[src/cwd_pkg.sv]
`timescale 1ns / 1ps

package cwd_pkg;

	// window and codeword geometry
	localparam int WIN_W       = 32;
	localparam int BYTE_W      = 8;
	localparam int CODE_W      = 16;
	localparam int INDEX_BITS  = 12;
	localparam int PREFIX_W    = CODE_W - INDEX_BITS;
	localparam logic [PREFIX_W-1:0] CODE_PREFIX = 4'b1110;
	localparam int BITMAP_DEPTH = 1 << INDEX_BITS;
	localparam int OFFSET_W    = 3;

	// shifts searched for a codeword and for the target message
	localparam int SEARCH_OFFSETS = 8;
	localparam int TARGET_SHIFTS  = WIN_W - CODE_W + 1;

	// the prefix cannot match at two shifts closer than its own length,
	// so each group of PREFIX_W shifts holds at most one candidate
	localparam int GROUP_SPAN = PREFIX_W;
	localparam int NUM_GROUPS = (SEARCH_OFFSETS + GROUP_SPAN - 1) / GROUP_SPAN;

	// request kinds
	localparam logic FUNC_DATA  = 1'b0;
	localparam logic FUNC_WRITE = 1'b1;

	// register port
	localparam int APB_ADDR_W = 3;
	localparam int APB_DATA_W = 32;
	localparam int REG_IDX_W  = APB_ADDR_W - 2;
	localparam logic [REG_IDX_W-1:0] REG_TARGET = 1'b0;

	typedef logic [INDEX_BITS-1:0] index_t;

	// bitmap read request, one address per candidate group
	typedef struct packed {
		logic                       en;
		index_t [NUM_GROUPS-1:0]    addr;
	} cwd_rd_req_t;

	// bitmap write request
	typedef struct packed {
		logic   en;
		index_t addr;
		logic   data;
	} cwd_wr_req_t;

endpackage

[src/cwd_apb_regs.sv]
`timescale 1ns / 1ps

module cwd_apb_regs (
	input  logic                           clk,
	input  logic                           arst_n,
	input  logic                           psel,
	input  logic                           penable,
	input  logic                           pwrite,
	input  logic [cwd_pkg::APB_ADDR_W-1:0] paddr,
	input  logic [cwd_pkg::APB_DATA_W-1:0] pwdata,
	output logic [cwd_pkg::APB_DATA_W-1:0] prdata,
	output logic                           pready,
	output logic [cwd_pkg::CODE_W-1:0]     target
);
	import cwd_pkg::*;

	logic                 wr_en;
	logic [REG_IDX_W-1:0] reg_idx;
	logic [CODE_W-1:0]    target_q;

	assign pready  = 1'b1;
	assign reg_idx = paddr[APB_ADDR_W-1:2];
	assign wr_en   = psel && penable && pwrite;

	// target message register
	always_ff @(posedge clk or negedge arst_n) begin
		if (!arst_n) begin
			target_q <= '0;
		end else if (wr_en && reg_idx == REG_TARGET) begin
			target_q <= pwdata[CODE_W-1:0];
		end
	end

	// read decode
	always_comb begin
		unique case (reg_idx)
			REG_TARGET: prdata = APB_DATA_W'(target_q);
			default:    prdata = '0;
		endcase
	end

	assign target = target_q;

endmodule

[config.mk]
export PLATFORM = sky130hd
export DESIGN_NAME = cwd_apb_regs
export DESIGN_NICKNAME = d
export VERILOG_FILES = /design/src/cwd_pkg.sv /design/src/cwd_apb_regs.sv
export SDC_FILE = /design/constraint.sdc
export NUM_CORES = 1
export LEC_CHECK = 0
export BUFFER_PORTS_ARGS = -buffer_cell sky130_fd_sc_hd__buf_2
export CELL_PAD_IN_SITES_DETAIL_PLACEMENT = 1
export CELL_PAD_IN_SITES_GLOBAL_PLACEMENT = 1
export CORE_AREA = 2 2 62 64
export CTS_CLUSTER_SIZE = 24
export DETAILED_ROUTE_END_ITERATION = 8
export DIE_AREA = 0 0 64 66
export PLACE_DENSITY_LB_ADDON = 0.1
export SLEW_MARGIN = 0
export SYNTH_ARGS = -nofsm -noshare
export SYNTH_HDL_FRONTEND = slang
export SYNTH_SLANG_ARGS = --single-unit
export TNS_END_PERCENT = 30
[constraint.sdc]
create_clock -name clk -period 1.95 [get_ports clk]
set_input_delay 0.39 -clock clk [delete_from_list [all_inputs] [get_ports clk]]
set_output_delay 0.39 -clock clk [all_outputs]
set_load 0.005 [all_outputs]
==> impl_summary.txt <==
----------------------------------------------------
[Run status]
  Outcome ... finished, final reports clean

[Drt]
  Number of detailed-route iterations in the first pass ... 2
  Total via count in the routed design ... 655
  Remaining number of nets flagged by the antenna check after routing ... 0
  Wirelength per Cell ... 12.0 um
  Via count normalized by instance count ... 3.83
  Count of unresolved DRC violations after routing ... 0
  Initial detailed-routing violation count ... 3
  Wire length reported by the detailed router ... 2.06 mm

[Global routing]
  GRT Overall Usage ... about a tenth
  Largest net degree at the start of global routing ... 17
  Global routing's busiest layer ... met2
  Antenna violations before repair ... 0
  Global-route wire length before repair ... roughly 3.3 mm
  Overflow left after global routing ... 0
  Via count of the first global-routing pass ... a little under 700
  Met2 routing resource usage after global routing ... a little under a fifth
  Global routing usage on met1 ... between 10% and 20%
  GR met3 Demand/Resource ... under 10%

[Logic synthesis]
  Ys async rst share ... 100%
  Synth top area share ... 44.5%
  Most frequently used flop master after synthesis ... sky130_fd_sc_hd__dfrtp_1
  Synth Cell Area ... 900 um^2
  Top cells by instance count after synthesis ... sky130_fd_sc_hd__buf_4 (17), sky130_fd_sc_hd__dfrtp_1 (16), sky130_fd_sc_hd__mux2_4 (10), sky130_fd_sc_hd__nor2b_1 (10)
  Most numerous cell in the Yosys netlist ... sky130_fd_sc_hd__buf_4
  Number of enable-type register cells in the synthesized netlist ... 0
  Mean post-synth cell area ... between 10 and 15 um^2
  Leading post-synthesis cells by cell area ... sky130_fd_sc_hd__dfrtp_1 (45%), sky130_fd_sc_hd__mux2_4 (17%), sky130_fd_sc_hd__buf_4 (14%)
  Synthesis-stage register bit count ... 16
  Distinct cell type count after synthesis ... 10
  Number of warnings reported in the yosys synthesis log ... 0
  Largest area contributor in the synthesized netlist ... sky130_fd_sc_hd__dfrtp_1
  Seq/Total Area, Yosys ... between 40% and 50%
  Synthesized instance count ... 70

[Die]
  Die area ... between 4000 and 5000 um^2
  Placeable core region ... around 3600 um^2
  Floorplan row count ... 22
  Floorplan die height ... approximately 66 um
  Number of I/O pins ... 89
  Die X ... between 60 and 70 um
  Starting density of the core ... 25.3%

[Setup path]
  Launch instance of the worst register-to-register path ... target[4]
  Reg-to-reg slack, setup ... 1.17 ns
  Register-to-Register Path Depth ... 1
  Critical path destination ... prdata[15]
  Type of origin of the critical path ... primary input
  WP data required ... around 1.6 ns
  Kind of critical path ... primary input to output pin
  Worst setup startpoint ... paddr[2]
  Highest fanout seen on the critical path ... 11
  Arrival time of the worst setup path ... ~1.1 ns
  Crit end category ... output pin
  Endpoint of the most critical register-to-register path ... target[4]

[Final layout]
  Antenna cell count ... 0
  Largest register FFs ... 16
  Fill cells ... 414
  Final design utilization ... between 30% and 40%
  Area delta synth->final ... 29.9%
  Sequential cell area in the final layout ... around 400 um^2
  Fraction of layout cells with a size suffix above 1 ... between 60% and 70%
  Number of nets at the end of the flow ... ~170
  Multi-input combinational cell area ... roughly 410 um^2
  Final design area excluding fillers ... around 1200 um^2

[Placement]
  Placed Instance Area ... ~1100 um^2
  DP Wirelength ... ~1.5 mm
  Count of port buffers added during placement ... 53
  Gpl congestion ... around 0.59

[Pwr]
  Switching Fraction ... between 20% and 30%
  Power per standard cell area ... slightly above 800 nW/um^2
  Highest ir drop seen on vdd ... 0.283 mV
  Clock power share ... between 10% and 20%
  Combinational Power Share ... 33.0%
  Pleak ... 0.685 nW
  Switching Power ... roughly 0.27 mW
  Internal Dissipation ... a little under 0.7 mW
  Share of total power in sequential cells ... about half

[Timing]
  Post-layout minimum cycle time ... roughly 1.5 ns
  Final number of hold-violating endpoints ... 0
  Final worst-path cycle share ... around 77%
  Setup skew after layout ... 0 ns
  Pins Over Slew Limit ... 0
  Sum of negative setup slack ... 0 ns
  RSZ-0062 raised after global routing ... no
  Setup violators final ... 0
  Max Fclk ... 666 MHz

[Clocking]
  Clock tree from TritonCTS ... built
  H-tree depth ... 1
  CTS hold repair buffers ... 0
  Clock Tree Root ... sky130_fd_sc_hd__clkbuf_4
  Clk pin slew, worst setup/hold paths ... 0.09 ns
  Worst-case clock buffer depth ... 2
  Cells resized by post-CTS repair ... 0
  Inserted Clock Buffers ... 3
  Skew-Pair Late Insertion Delay ... 0.28 ns
  Number of buffers inserted to repair setup after CTS ... 0
  Clock sink count ... 16

[Flow run]
  Max-cap check violation count ... 0

[Min path]
  Worst hold path class ... primary input to async pin

----------------------------------------------------
## through the flow
step | power [mW] | setup WS [ns] | hold slack [ns] | cells
floorplan | 0.638 | 0.759 | 0.0944 | 85
global placement | 0.772 | 0.363 | 0.332 | 168
detailed placement | 0.781 | 0.353 | 0.341 | 168
CTS | 0.969 | 0.429 | 0.0120 | 171
global route | 1.02 | 0.379 | 0.0208 | 171
finish | 0.941 | 0.448 | 0.0101 | 171
## critical path, stage by stage
cell                      delay [ns]
sky130_fd_sc_hd__buf_2          0.22
sky130_fd_sc_hd__buf_4          0.20
sky130_fd_sc_hd__and2b_1        0.18
sky130_fd_sc_hd__buf_2          0.12
## power groups by stage
stage	Combinational [mW]	Clock [mW]	Sequential (mW)
finish	0.310	0.175	0.455
global route	0.346	0.205	0.470
CTS	0.319	0.193	0.458
detailed placement	0.318	0	0.463
global placement	0.314	0	0.459
floorplan	0.175	0	0.463
## layer usage
layer / vias to the layer above / part of all wire (%)
met2: 42 / 52
met1: 313 / 39
met5: - / 0
li1: 296 / -
met3: 4 / 7.4
met4: 0 / 1.5
## worst min path at each step
| stage | slack, ns | endpoint |
|---|---|---|
| final | 0.01 | target[11] |
| after CTS | 0.01 | target[6] |
| after floorplan | 0.09 | target[0] |
| after global placement | 0.33 | target[6] |
| after detailed placement | 0.34 | target[6] |
| after global routing | 0.02 | target[6] |
## cells in the final DEF, fill, tap and decap left out
cell	n
sky130_fd_sc_hd__dfrtp_1	16
sky130_fd_sc_hd__clkbuf_4	3
sky130_fd_sc_hd__mux2_2	6
sky130_fd_sc_hd__and2b_1	6
sky130_fd_sc_hd__buf_2	53
sky130_fd_sc_hd__nand4b_4	1
sky130_fd_sc_hd__buf_4	1
sky130_fd_sc_hd__nor2b_1	10
sky130_fd_sc_hd__conb_1	17
sky130_fd_sc_hd__mux2_4	10
## area by class of cell
class | count | share of cell area (%)
clock buffer | 3 | 1.93
timing repair buffer | 54 | 23.3
sequential | 16 | 34.3
tap | 48 | 5.14
multi-input combinational | 50 | 35.3
## kinds of logic (layout without fill, tap and decap cells)
kind of cell | after synthesis | after routing | share of synthesized area, %
buffers and inverters | 19 | 57 | 15.9
flip-flops | 16 | 16 | 44.5
multiplexers | 16 | 16 | 24.2
AND/OR/NAND/NOR | 17 | 17 | 14.6
other | 2 | 17 | 0.835
Note: power is estimated with default switching activity, not from simulation.
